===== config.mk =====
export PLATFORM = sky130hd
export DESIGN_NAME = epoch_folding_chi_square_unit
export DESIGN_NICKNAME = d
export VERILOG_FILES = /design/src/rtl/core/ef_chi_pkg.sv /design/src/rtl/core/epoch_folding_chi_square_unit.sv
export SDC_FILE = /design/constraint.sdc
export NUM_CORES = 2
export LEC_CHECK = 0
export BUFFER_PORTS_ARGS = -buffer_cell sky130_fd_sc_hd__buf_4
export CAP_MARGIN = 20
export CORE_MARGIN = 2
export CORE_UTILIZATION = 45
export CTS_CLUSTER_DIAMETER = 50
export DETAILED_ROUTE_END_ITERATION = 12
export GPL_ROUTABILITY_DRIVEN = 0
export PLACE_DENSITY = 0.71
export SYNTH_ARGS = -nofsm -noshare
export SYNTH_HDL_FRONTEND = slang
export SYNTH_SLANG_ARGS = --single-unit

===== constraint.sdc =====
create_clock -name clk_i -period 9.47 [get_ports clk_i]
set_input_delay 0.947 -clock clk_i [delete_from_list [all_inputs] [get_ports clk_i]]
set_output_delay 0.947 -clock clk_i [all_outputs]
set_load 0.02 [all_outputs]

===== src/rtl/core/ef_chi_pkg.sv =====
// Shared constants and types of the epoch-folding chi-square unit.
`timescale 1ns / 1ps
`default_nettype none

package ef_chi_pkg;

  // Sizing of the bin store and of the run counter.
  localparam int MAX_PHASE_BINS = 64;
  localparam int MAX_SAMPLES    = 131072;
  localparam int MIN_PHASE_BINS = 4;

  // Fixed field widths of the ports.
  localparam int TIME_W      = 48;
  localparam int PERIOD_W    = 20;
  localparam int BINS_CFG_W  = 7;
  localparam int CHI_W       = 32;
  localparam int COUNT_OUT_W = 18;
  localparam int FRAC_W      = 8;
  localparam int CFG_DATA_W  = 20;
  localparam int CFG_IDX_W   = 1;

  // Register reset values.
  localparam logic [PERIOD_W-1:0]   PERIOD_RESET = PERIOD_W'(1000);
  localparam logic [BINS_CFG_W-1:0] BINS_RESET   = BINS_CFG_W'(64);

  // Derived widths.
  localparam int BIN_W   = $clog2(MAX_PHASE_BINS);
  localparam int EBINS_W = $clog2(MAX_PHASE_BINS + 1);
  localparam int CMP_W   = (BINS_CFG_W > EBINS_W) ? BINS_CFG_W : EBINS_W;
  localparam int CNT_W   = $clog2(MAX_SAMPLES + 1);
  localparam int SUMSQ_W = 2 * CNT_W;
  localparam int NUM_W   = SUMSQ_W + EBINS_W;
  localparam int DVD_W   = (TIME_W > NUM_W + FRAC_W) ? TIME_W : NUM_W + FRAC_W;
  localparam int DIVR_W  = (PERIOD_W > CNT_W) ? PERIOD_W : CNT_W;
  localparam int REM_W   = DIVR_W + 1;
  localparam int STEP_W  = $clog2(DVD_W + 1);
  localparam int PROD_W  = PERIOD_W + EBINS_W;

  // Configuration register indexes.
  typedef enum logic [CFG_IDX_W-1:0] {
    REG_PERIOD = 1'b0,
    REG_BINS   = 1'b1
  } cfg_reg_e;

  // Sequencer states.
  typedef enum logic [3:0] {
    S_IDLE,
    S_MOD,
    S_MUL,
    S_BINDIV,
    S_RD,
    S_WR,
    S_SRD,
    S_SSQ,
    S_SACC,
    S_NSQ,
    S_NUM,
    S_SUB,
    S_CHIDIV,
    S_EMIT
  } state_e;

  // Control strobes decoded from the sequencer state.
  typedef struct packed {
    logic accept;
    logic div_step;
    logic mem_we;
    logic emit;
  } ctrl_t;

endpackage

`default_nettype wire


===== src/rtl/core/epoch_folding_chi_square_unit.sv =====
// Epoch-folding chi-square unit: folds event times into phase bins, emits chi-square.
// A plain word passes the phase modulo, the bin-count multiply and the bin division on
// the shared restoring divider (one quotient bit per cycle), then a store read and write;
// input stalls meanwhile. A word marked last then reads, squares and accumulates each bin
// in use, squares n, scales the sum, subtracts, divides on the divider unless the result
// clips to zero, and emits, after any wait for a result still held in the output.
// Throughput: one word at a time; the result register lets the next word in.
// Reset: asynchronous, active low; clears the sequencer, counters and bin valid bits.
`timescale 1ns / 1ps
`default_nettype none

module epoch_folding_chi_square_unit (
  input  wire logic                                 clk_i,
  input  wire logic                                 rst_ni,
  // Configuration write port.
  input  wire logic                                 cfg_we_i,
  input  wire logic [ef_chi_pkg::CFG_IDX_W-1:0]     cfg_index_i,
  input  wire logic [ef_chi_pkg::CFG_DATA_W-1:0]    cfg_data_i,
  // Input words.
  input  wire logic                                 in_valid_i,
  output logic                                      in_stall_o,
  input  wire logic [ef_chi_pkg::TIME_W-1:0]        time_ns_i,
  input  wire logic                                 last_i,
  // Result words.
  output logic                                      out_valid_o,
  input  wire logic                                 out_stall_i,
  output logic [ef_chi_pkg::CHI_W-1:0]              chi_square_q8_o,
  output logic [ef_chi_pkg::COUNT_OUT_W-1:0]        sample_count_o,
  output logic                                      overflow_o
);

  localparam int BIN_W   = ef_chi_pkg::BIN_W;
  localparam int EBINS_W = ef_chi_pkg::EBINS_W;
  localparam int CMP_W   = ef_chi_pkg::CMP_W;
  localparam int CNT_W   = ef_chi_pkg::CNT_W;
  localparam int SUMSQ_W = ef_chi_pkg::SUMSQ_W;
  localparam int NUM_W   = ef_chi_pkg::NUM_W;
  localparam int DVD_W   = ef_chi_pkg::DVD_W;
  localparam int DIVR_W  = ef_chi_pkg::DIVR_W;
  localparam int REM_W   = ef_chi_pkg::REM_W;
  localparam int STEP_W  = ef_chi_pkg::STEP_W;
  localparam int PROD_W  = ef_chi_pkg::PROD_W;
  localparam int TIME_W  = ef_chi_pkg::TIME_W;
  localparam int PERIOD_W = ef_chi_pkg::PERIOD_W;
  localparam int CHI_W   = ef_chi_pkg::CHI_W;
  localparam int FRAC_W  = ef_chi_pkg::FRAC_W;

  ef_chi_pkg::state_e state_q, state_d;
  ef_chi_pkg::ctrl_t  ctrl;

  logic [PERIOD_W-1:0]                   period_q;
  logic [ef_chi_pkg::BINS_CFG_W-1:0]     bins_cfg_q;

  logic                      have_origin_q, have_origin_d;
  logic [TIME_W-1:0]         origin_q, origin_d;
  logic [CNT_W-1:0]          run_count_q, run_count_d;
  logic                      overflow_seen_q, overflow_seen_d;
  logic                      last_q, last_d;
  logic [ef_chi_pkg::MAX_PHASE_BINS-1:0] valid_q, valid_d;

  logic [REM_W-1:0]          rem_q, rem_d;
  logic [DVD_W-1:0]          dvd_q, dvd_d;
  logic [STEP_W-1:0]         step_q, step_d;
  logic [BIN_W-1:0]          sum_idx_q, sum_idx_d;
  logic [SUMSQ_W-1:0]        sq_q, sq_d;
  logic [SUMSQ_W-1:0]        acc_q, acc_d;
  logic [NUM_W-1:0]          num_q, num_d;

  logic                      out_valid_q;
  logic [CHI_W-1:0]          chi_q;
  logic [CNT_W-1:0]          count_out_q;
  logic                      ovf_out_q;

  // Effective bin count, clamped to the supported range.
  logic [CMP_W-1:0]   bins_raw;
  logic [EBINS_W-1:0] bins_eff;
  always_comb begin
    bins_raw = CMP_W'(bins_cfg_q);
    if (bins_raw < CMP_W'(ef_chi_pkg::MIN_PHASE_BINS)) begin
      bins_eff = EBINS_W'(ef_chi_pkg::MIN_PHASE_BINS);
    end else if (bins_raw > CMP_W'(ef_chi_pkg::MAX_PHASE_BINS)) begin
      bins_eff = EBINS_W'(ef_chi_pkg::MAX_PHASE_BINS);
    end else begin
      bins_eff = EBINS_W'(bins_raw);
    end
  end

  // A zero period folds as a period of one.
  logic [PERIOD_W-1:0] period_eff;
  assign period_eff = (period_q == '0) ? PERIOD_W'(1) : period_q;

  // Shared restoring divider step: one quotient bit per cycle.
  logic [DIVR_W-1:0] div_divisor;
  logic [REM_W-1:0]  rem_sh;
  logic              div_ge;
  logic [REM_W-1:0]  rem_nx;
  logic [DVD_W-1:0]  dvd_nx;
  assign div_divisor = (state_q == ef_chi_pkg::S_CHIDIV) ? DIVR_W'(run_count_q)
                                                          : DIVR_W'(period_eff);
  assign rem_sh = {rem_q[REM_W-2:0], dvd_q[DVD_W-1]};
  assign div_ge = (rem_sh >= {1'b0, div_divisor});
  assign rem_nx = div_ge ? (rem_sh - {1'b0, div_divisor}) : rem_sh;
  assign dvd_nx = {dvd_q[DVD_W-2:0], div_ge};

  // Bin store: read port registered, valid bits mark entries written this run.
  logic [CNT_W-1:0] bin_mem [ef_chi_pkg::MAX_PHASE_BINS];
  logic [BIN_W-1:0] bin_addr;
  logic [BIN_W-1:0] rd_addr;
  logic [CNT_W-1:0] rd_data_q;
  logic             rd_valid_q;
  logic [CNT_W-1:0] rd_count;
  assign bin_addr = dvd_q[BIN_W-1:0];
  assign rd_addr  = (state_q == ef_chi_pkg::S_RD) ? bin_addr : sum_idx_q;
  assign rd_count = rd_valid_q ? rd_data_q : '0;

  always_ff @(posedge clk_i) begin
    if (ctrl.mem_we) begin
      bin_mem[bin_addr] <= rd_count + CNT_W'(1);
    end
    rd_data_q  <= bin_mem[rd_addr];
    rd_valid_q <= valid_q[rd_addr];
  end

  // Shared squarer: bin counts during the sum, then the sample count.
  logic [CNT_W-1:0] sq_a;
  assign sq_a = (state_q == ef_chi_pkg::S_NSQ) ? run_count_q : rd_count;

  // Misc combinational values.
  logic [TIME_W-1:0] offset;
  logic [PROD_W-1:0] prod;
  logic [NUM_W-1:0]  diff;
  logic              at_max;
  logic              sum_end;
  logic              num_gt;
  logic              step_last;
  assign offset    = time_ns_i - (have_origin_q ? origin_q : time_ns_i);
  assign prod      = PROD_W'(rem_q[PERIOD_W-1:0]) * PROD_W'(bins_eff);
  assign diff      = num_q - NUM_W'(sq_q);
  assign at_max    = (run_count_q >= CNT_W'(ef_chi_pkg::MAX_SAMPLES));
  assign sum_end   = (EBINS_W'(sum_idx_q) == (bins_eff - EBINS_W'(1)));
  assign num_gt    = (num_q > NUM_W'(sq_q));
  assign step_last = (step_q == STEP_W'(1));

  // Sequencer next state.
  always_comb begin
    state_d = state_q;
    unique case (state_q)
      ef_chi_pkg::S_IDLE: begin
        if (in_valid_i) begin
          if (!at_max) begin
            state_d = ef_chi_pkg::S_MOD;
          end else if (last_i) begin
            state_d = ef_chi_pkg::S_SRD;
          end
        end
      end
      ef_chi_pkg::S_MOD: begin
        if (step_last) state_d = ef_chi_pkg::S_MUL;
      end
      ef_chi_pkg::S_MUL:    state_d = ef_chi_pkg::S_BINDIV;
      ef_chi_pkg::S_BINDIV: begin
        if (step_last) state_d = ef_chi_pkg::S_RD;
      end
      ef_chi_pkg::S_RD:     state_d = ef_chi_pkg::S_WR;
      ef_chi_pkg::S_WR:     state_d = last_q ? ef_chi_pkg::S_SRD : ef_chi_pkg::S_IDLE;
      ef_chi_pkg::S_SRD:    state_d = ef_chi_pkg::S_SSQ;
      ef_chi_pkg::S_SSQ:    state_d = ef_chi_pkg::S_SACC;
      ef_chi_pkg::S_SACC:   state_d = sum_end ? ef_chi_pkg::S_NSQ : ef_chi_pkg::S_SRD;
      ef_chi_pkg::S_NSQ:    state_d = ef_chi_pkg::S_NUM;
      ef_chi_pkg::S_NUM:    state_d = ef_chi_pkg::S_SUB;
      ef_chi_pkg::S_SUB:    state_d = num_gt ? ef_chi_pkg::S_CHIDIV : ef_chi_pkg::S_EMIT;
      ef_chi_pkg::S_CHIDIV: begin
        if (step_last) state_d = ef_chi_pkg::S_EMIT;
      end
      ef_chi_pkg::S_EMIT: begin
        if (!out_valid_q || !out_stall_i) state_d = ef_chi_pkg::S_IDLE;
      end
      default: state_d = ef_chi_pkg::S_IDLE;
    endcase
  end

  // Sequencer control strobes.
  always_comb begin
    ctrl = '0;
    unique case (state_q)
      ef_chi_pkg::S_IDLE:   ctrl.accept = in_valid_i;
      ef_chi_pkg::S_MOD,
      ef_chi_pkg::S_BINDIV,
      ef_chi_pkg::S_CHIDIV: ctrl.div_step = 1'b1;
      ef_chi_pkg::S_WR:     ctrl.mem_we = 1'b1;
      ef_chi_pkg::S_EMIT:   ctrl.emit = !out_valid_q || !out_stall_i;
      default: ctrl = '0;
    endcase
  end

  assign in_stall_o = (state_q != ef_chi_pkg::S_IDLE);

  // Datapath next values.
  always_comb begin
    have_origin_d   = have_origin_q;
    origin_d        = origin_q;
    run_count_d     = run_count_q;
    overflow_seen_d = overflow_seen_q;
    last_d          = last_q;
    valid_d         = valid_q;
    rem_d           = rem_q;
    dvd_d           = dvd_q;
    step_d          = step_q;
    sum_idx_d       = sum_idx_q;
    sq_d            = sq_q;
    acc_d           = acc_q;
    num_d           = num_q;

    if (ctrl.div_step) begin
      rem_d  = rem_nx;
      dvd_d  = dvd_nx;
      step_d = step_q - STEP_W'(1);
    end

    // Accept: take the origin, then fold or count the word as overflow.
    if (ctrl.accept) begin
      last_d    = last_i;
      sum_idx_d = '0;
      acc_d     = '0;
      if (!have_origin_q) begin
        have_origin_d = 1'b1;
        origin_d      = time_ns_i;
      end
      if (at_max) begin
        overflow_seen_d = 1'b1;
      end else begin
        rem_d  = '0;
        dvd_d  = DVD_W'(offset);
        step_d = STEP_W'(DVD_W);
      end
    end

    // Scale the phase by the bin count, then divide by the period.
    if (state_q == ef_chi_pkg::S_MUL) begin
      rem_d  = REM_W'(prod >> EBINS_W);
      dvd_d  = {prod[EBINS_W-1:0], {(DVD_W - EBINS_W){1'b0}}};
      step_d = STEP_W'(EBINS_W);
    end

    // Bin count increments with the store write.
    if (ctrl.mem_we) begin
      valid_d[bin_addr] = 1'b1;
      run_count_d       = run_count_q + CNT_W'(1);
    end

    // Sum of squared counts over the bins in use.
    if (state_q == ef_chi_pkg::S_SSQ || state_q == ef_chi_pkg::S_NSQ) begin
      sq_d = SUMSQ_W'(sq_a) * SUMSQ_W'(sq_a);
    end
    if (state_q == ef_chi_pkg::S_SACC) begin
      acc_d     = acc_q + sq_q;
      sum_idx_d = sum_idx_q + BIN_W'(1);
    end
    if (state_q == ef_chi_pkg::S_NUM) begin
      num_d = NUM_W'(acc_q) * NUM_W'(bins_eff);
    end

    // Chi-square numerator, scaled by the fraction bits, or zero.
    if (state_q == ef_chi_pkg::S_SUB) begin
      rem_d  = '0;
      step_d = STEP_W'(DVD_W);
      dvd_d  = num_gt ? (DVD_W'(diff) << FRAC_W) : '0;
    end

    // Emission clears the run.
    if (ctrl.emit) begin
      have_origin_d   = 1'b0;
      origin_d        = '0;
      run_count_d     = '0;
      overflow_seen_d = 1'b0;
      valid_d         = '0;
    end
  end

  // Control registers.
  always_ff @(posedge clk_i or negedge rst_ni) begin
    if (!rst_ni) begin
      state_q         <= ef_chi_pkg::S_IDLE;
      period_q        <= ef_chi_pkg::PERIOD_RESET;
      bins_cfg_q      <= ef_chi_pkg::BINS_RESET;
      have_origin_q   <= 1'b0;
      origin_q        <= '0;
      run_count_q     <= '0;
      overflow_seen_q <= 1'b0;
      valid_q         <= '0;
      out_valid_q     <= 1'b0;
    end else begin
      state_q         <= state_d;
      have_origin_q   <= have_origin_d;
      origin_q        <= origin_d;
      run_count_q     <= run_count_d;
      overflow_seen_q <= overflow_seen_d;
      valid_q         <= valid_d;
      if (cfg_we_i) begin
        if (cfg_index_i == ef_chi_pkg::REG_PERIOD) begin
          period_q <= cfg_data_i[PERIOD_W-1:0];
        end else if (cfg_index_i == ef_chi_pkg::REG_BINS) begin
          bins_cfg_q <= cfg_data_i[ef_chi_pkg::BINS_CFG_W-1:0];
        end
      end
      if (ctrl.emit) begin
        out_valid_q <= 1'b1;
      end else if (out_valid_q && !out_stall_i) begin
        out_valid_q <= 1'b0;
      end
    end
  end

  // Payload registers.
  always_ff @(posedge clk_i) begin
    last_q    <= last_d;
    rem_q     <= rem_d;
    dvd_q     <= dvd_d;
    step_q    <= step_d;
    sum_idx_q <= sum_idx_d;
    sq_q      <= sq_d;
    acc_q     <= acc_d;
    num_q     <= num_d;
    if (ctrl.emit) begin
      chi_q       <= (|dvd_q[DVD_W-1:CHI_W]) ? '1 : dvd_q[CHI_W-1:0];
      count_out_q <= run_count_q;
      ovf_out_q   <= overflow_seen_q;
    end
  end

  assign out_valid_o     = out_valid_q;
  assign chi_square_q8_o = chi_q;
  assign sample_count_o  = ef_chi_pkg::COUNT_OUT_W'(count_out_q);
  assign overflow_o      = ovf_out_q;

  // The run counter never passes its saturation point.
  assert property (@(posedge clk_i) disable iff (!rst_ni)
    run_count_q <= CNT_W'(ef_chi_pkg::MAX_SAMPLES))
    else $error("run counter above saturation");

  // The divider remainder stays below the divisor while dividing.
  assert property (@(posedge clk_i) disable iff (!rst_ni)
    (state_q == ef_chi_pkg::S_MOD || state_q == ef_chi_pkg::S_BINDIV ||
     state_q == ef_chi_pkg::S_CHIDIV) |-> (rem_q < {1'b0, div_divisor}))
    else $error("divider remainder not below divisor");

  // The bin being updated lies within the bins in use.
  assert property (@(posedge clk_i) disable iff (!rst_ni)
    (state_q == ef_chi_pkg::S_WR) |-> (EBINS_W'(bin_addr) < bins_eff))
    else $error("bin index out of range");

  // Emitting a result leaves a cleared run behind it.
  assert property (@(posedge clk_i) disable iff (!rst_ni)
    ctrl.emit |=> (out_valid_q && !have_origin_q && run_count_q == '0 && valid_q == '0))
    else $error("run not cleared after emission");

endmodule

`default_nettype wire


* After elaboration in Yosys (flattened, before gate mapping) *
Memory sizes are Yosys's and may differ from the RTL's. A register that Yosys moved wholly into a read port is not among the register bits.
Cells that the tools add are included.

cells by class
  bitwise logic cells = 2
  multiplexer cells = 61
  multipliers = 3
  add/sub/neg operators = 9
  order comparisons = 8
  shift-type cells = 0
  reductions and logical operators = 21
  equal/unequal tests = 21
  div/mod/pow operators = 0

operator list
  kind                   count
  $mux 51                6
  $mux 48                3
  $mux 64                2
  $mux 21                4
  $mux 18                4
  $mux 36                2
  $or 64x64->64          1
  $mux 20                3
  $pmux 4 s14            1
  $sub 48x48->48         1
  $gt 43x36->1           1
  $mul 36x7->43          1
  $sub 43x36->43         1
  $mux 6                 7
  $add 18x1->18 const B  2
  $add 36x36->36         1
  $mul 18x18->36         1
  $mux 4                 8
  $mul 20x7->27          1
  $eq 4x4->1 const B     6
  $ge 21x20->1           1
  $sub 21x20->21         1
  $logic_not 20->1       1
  $reduce_or 19->1       1
  31 further kinds       65

word-level totals
  bits in writable memories = 1,152
  ROM bits = 0
  bits in registers = 416
  memories = 1
  bits in latches = 0
  logic and storage cells = 149

memory list
  memory   depth  bits a word  rd ports  clocked after memory_dff  wr ports  line                                  source
  bin_mem  64     18           1         1                         1         epoch_folding_chi_square_unit.sv:106  logic [CNT_W-1:0] bin_mem [ef_chi_pkg::MAX_PHASE_BINS];

* Depth between registers and ports, before layout *
  depth after elaboration = 9
  depth in mapped cells = 32

* Worst setup path after synthesis *
Ideal clock, no wire load.

  path kind = reg2reg
  start point = reg state_q[1]
  end point = reg sq_q[34] (data pin)
  stages on the path, launching flop included = 32
  arrival = 7.790 ns
  path buffers = 2
  slack = 1.415 ns
  library setup time = 0.265 ns
  cells stage by stage = dfrtp_1 > buf_2 > nand2b_1 > nor2_1 > clkbuf_1 > nand2_1 > o21ai_1 > clkinv_1 > nor2_1 > inv_1 > fa_1 > inv_1 > fa_1 > fa_1 > inv_1 > fa_1 > inv_1 > fa_1 > inv_1 > fa_1 > inv_1 > ha_1 > and2_1 > a221o_1 > a21oi_1 > o21ai_0 > a31oi_1 > o311a_1 > o21ai_0 > a41oi_1 > o21ai_0 > xor2_1

between the ends
  cells in the longest elaborated chain, start to end = 3

RTL lines
  item                      line                                  source
  start: declaration        epoch_folding_chi_square_unit.sv:48   ef_chi_pkg::state_e state_q, state_d;
  start signal: assignment  epoch_folding_chi_square_unit.sv:283  state_q <= ef_chi_pkg::S_IDLE;
  start signal: assignment  epoch_folding_chi_square_unit.sv:293  state_q <= state_d;
  $eq 4x4->1                epoch_folding_chi_square_unit.sv:126  assign sq_a = (state_q == ef_chi_pkg::S_NSQ) ? run_count_q : rd_count;
  $mux 18                   epoch_folding_chi_square_unit.sv:126
  $mul 18x18->36            epoch_folding_chi_square_unit.sv:253  sq_d = SUMSQ_W'(sq_a) * SUMSQ_W'(sq_a);
  end signal: assignment    epoch_folding_chi_square_unit.sv:321  sq_q <= sq_d;
  end: declaration          epoch_folding_chi_square_unit.sv:65   logic [SUMSQ_W-1:0] sq_q, sq_d;

Every way passes these cells.
A chain may end at the register's enable or synchronous reset.

* Final worst setup path *
Same ends and word-level chain as after synthesis.

==> impl_metrics.toml <==
[final_layout]
final_common_cell = "sky130_fd_sc_hd__edfxtp_1"
final_core_util_pct = 50.5
layout.cells.most_common_list = "sky130_fd_sc_hd__edfxtp_1 (1324), sky130_fd_sc_hd__nand2_1 (680), sky130_fd_sc_hd__inv_1 (648)"
areaGrowthSynthToFinish_pct = 11.8
nets = 8157
drive_gt1_share_pct = 13.8

[synthesis]
synth_sequential_area_ratio_pct = 50.8
postSynthAreaPerCell_um2 = 12.7
yosys_most_used_dff = "sky130_fd_sc_hd__edfxtp_1"
post_synth_arst_share_pct = 10.4
count_of_warnings_emitted_by_yosys = 0
syn-num-nets = 8022
post_synth_edffs = 1324
synth.lib_cells_used.distinct = 93
post_synthesis_cell_count = 7111
mappedNetlistArea_um2 = 90200
ys_seq_elements = 1584

[place]
port-buffer-count = 127
post-place-ws_ns = 0.786
hpwlAfterDp_mm = 163

[critical_path]
crit_required_ns = 10.00
crit_path_max_fanout = 24
ff2ff_path_depth = 32
crit_path_start_kind = "register"
critical_path.slowest_cell = "sky130_fd_sc_hd__fa_1"
critical_path_class = "reg -> reg"
cp-end-kind = "register"
critPathArrivalTime_ns = 9.27
worst_path_largest_cell_delay_ns = 0.54

[sta]
final_critical_path_setup_slack_ns = 0.729
max_slew_margin_pct = 19.7
final-hold-violation-count = 0
max_freq_mhz = 114
unrepaired_setup_endpoints_after_global_routing = "false"
report.final.slew_viol_count = 0
final-setup-viol-count = 0
finalCriticalPeriod_ns = 8.74
max_slew.worst_pin.slew_ns = 1.20
post-route-period-util_pct = 92.3
setup_total_negative_slack_ns = 0
clock-skew-final_ns = 0.0454

[clock_network]
clock-sinks = 1584
cts.repair_timing.setup_buffer_count = 0
cts.repair.resized = 0
ctsLongestPathBuffers = 3
cts_tree = "built"
clk_latency_ns = 0.82
cts_hold_buffers = 0
clock_buffer_count_from_cts = 166
clock_tree.root_cell = "sky130_fd_sc_hd__clkbuf_16"
htree_levels = 4
worst_setup_hold_path_clk_slew_ns = 0.06

[floorplanning]
core_um2 = 199000
floorplan.die.height_um = 452
die-area_um2 = 204000
row_count = 164
effective_utilization_at_floorplan_pct = 45.2
ios = 128
die_width_um = 452

[power_and_ir_drop]
p_switching_mw = 8.34
power_leakage_nw = 40.9
power_density_nw_per_um2 = 239
total_power_mw = 24.1
ir_drop_mv = 0.311
switching_share_pct = 34.6
combinationalPowerShare_pct = 37.8
p_seq_share_pct = 34.5
power.internal_mw = 15.8
power_frac_clock_pct = 27.7

[drt]
route.detailed.drc = 0
vias_per_cell = 5.88
route.vias.total = 59100
wl_per_cell_um = 23.8
drt.antenna.violating_nets = 0
wirelength_mm = 239
drt_pre_antenna_iters = 6
dr.first_iter.drc_count = 6070

[grt]
first_pass_grt_wire_length_mm = 363
grt_use_total_pct = 23.4
globalRouteOverflowTotal = 0
antenna_violations_before_repair = 7
grt_max_degree = 126
first_global_vias = 59700

[min_path]
hold_path.class = "in -> async"

[job]
drv.max_cap_violation_count = 0

[status]
outcome = "finished clean"
[logic make-up (layout without fill, tap and decap cells)]
family          count (synthesis)  after routing  synth area share [%]
flops                        1584           1584                  50.8
mux                           422            422                  8.95
simple gates                 1915           1915                  10.0
compound gates               1114           1114                  7.94
xor+xnor                      258            258                  2.50
other cells                     0              1                     0
fa+ha+maj                     836            836                  15.6
buf+inv                       982           1258                  4.26
[area by class of cell]
type,count,area (um2)
Fill cell,16700,98600
Multi-Input combinational cell,4545,41000
Tap cell,2656,3320
Timing Repair Buffer,291,2600
Antenna cell,1,2.50
Inverter,658,2470
Sequential cell,1584,45800
Clock inverter,100,1170
Clock buffer,209,4480
[metal layers]
metal,vias up,GRT usage [%],routed length (um)
met2,2935,36.3,109000
met1,29900,30.9,92400
met4,2,10.8,12100
met3,565,5.91,25200
li1,25700,-,-
met5,-,0,12
[metrics by stage]
step,instances,cell area [um2],hold WS [ns]
3_5_place_dp,9726,95100,0.452
5_1_grt,10000,101000,0.301
4_1_cts,10000,101000,0.317
3_3_place_gp,9702,94600,0.446
2_1_floorplan,7111,90200,0.423
6_report,10000,101000,0.247
[worst max-delay path: cells and delay by family (launching register included)]
family / cells / cell delay, ns
adders and majority gates: 7 / 3.34
and+or+nand+nor: 5 / 1.23
buffers and inverters: 10 / 1.13
DFF: 1 / 0.36
xor gates and xnor gates: 1 / 0.16
AOI/OAI and AO/OA: 9 / 2.24
[power groups by stage]
stage,Clock [mW],Sequential [mW],Combinational (mW)
finish,6.68,8.31,9.10
global route,7.02,8.32,10.3
CTS,6.76,8.29,9.13
detailed placement,0,8.44,9.04
global placement,0,8.43,8.86
floorplan,0,8.23,7.18
[worst paths after layout]
path | start | slack [ns] | endpoint
max | state_q[1] | 0.73 | sq_q[34]
min | rst_ni | 0.25 | origin_q[3]
max reg2reg | state_q[1] | 0.73 | sq_q[34]
min reg2reg | overflow_seen_q | 0.47 | overflow_o
max in group asynchronous | rst_ni | 7.68 | bins_cfg_q[3]
min in group clk_i | last_i | 0.36 | last_q
[flip-flops by register name, indices dropped and copies added, names as in the netlist, 4 cells and up]
name / count
origin_q: 48
rd_data_q: 18
state_q: 4
bin_mem: 1152
sq_q: 35
dvd_q: 51
acc_q: 36
num_q: 43
sample_count_o: 18
period_q: 20
valid_q: 64
sum_idx_q: 6
chi_square_q8_o: 32
bins_cfg_q: 7
run_count_q: 18
rem_q: 20
step_q: 6
[synthesized netlist by cell type (51+ instances only)]
| cell type | n | area [um2] |
|---|---|---|
| sky130_fd_sc_hd__a211oi_1 | 125 | 938 |
| sky130_fd_sc_hd__a21o_1 | 111 | 833 |
| sky130_fd_sc_hd__a21oi_1 | 321 | 1610 |
| sky130_fd_sc_hd__a31oi_1 | 64 | 400 |
| sky130_fd_sc_hd__and2_1 | 359 | 2250 |
| sky130_fd_sc_hd__buf_2 | 55 | 275 |
| sky130_fd_sc_hd__clkbuf_1 | 224 | 841 |
| sky130_fd_sc_hd__dfrtp_1 | 157 | 3930 |
| sky130_fd_sc_hd__dfxtp_1 | 96 | 1920 |
| sky130_fd_sc_hd__edfxtp_1 | 1324 | 39800 |
| sky130_fd_sc_hd__fa_1 | 478 | 9570 |
| sky130_fd_sc_hd__ha_1 | 358 | 4480 |
| sky130_fd_sc_hd__inv_1 | 648 | 2430 |
| sky130_fd_sc_hd__mux2i_1 | 88 | 881 |
| sky130_fd_sc_hd__mux4_2 | 304 | 6850 |
| sky130_fd_sc_hd__nand2_1 | 684 | 2570 |
| sky130_fd_sc_hd__nand2b_1 | 64 | 400 |
| sky130_fd_sc_hd__nand3_1 | 73 | 365 |
| sky130_fd_sc_hd__nor2_1 | 473 | 1780 |
| sky130_fd_sc_hd__nor3_1 | 51 | 255 |
| sky130_fd_sc_hd__o21a_1 | 52 | 390 |
| sky130_fd_sc_hd__o21ai_0 | 196 | 981 |
| sky130_fd_sc_hd__xnor2_1 | 168 | 1470 |
| sky130_fd_sc_hd__xor2_1 | 90 | 788 |
Power figures use the tool's default switching activity.
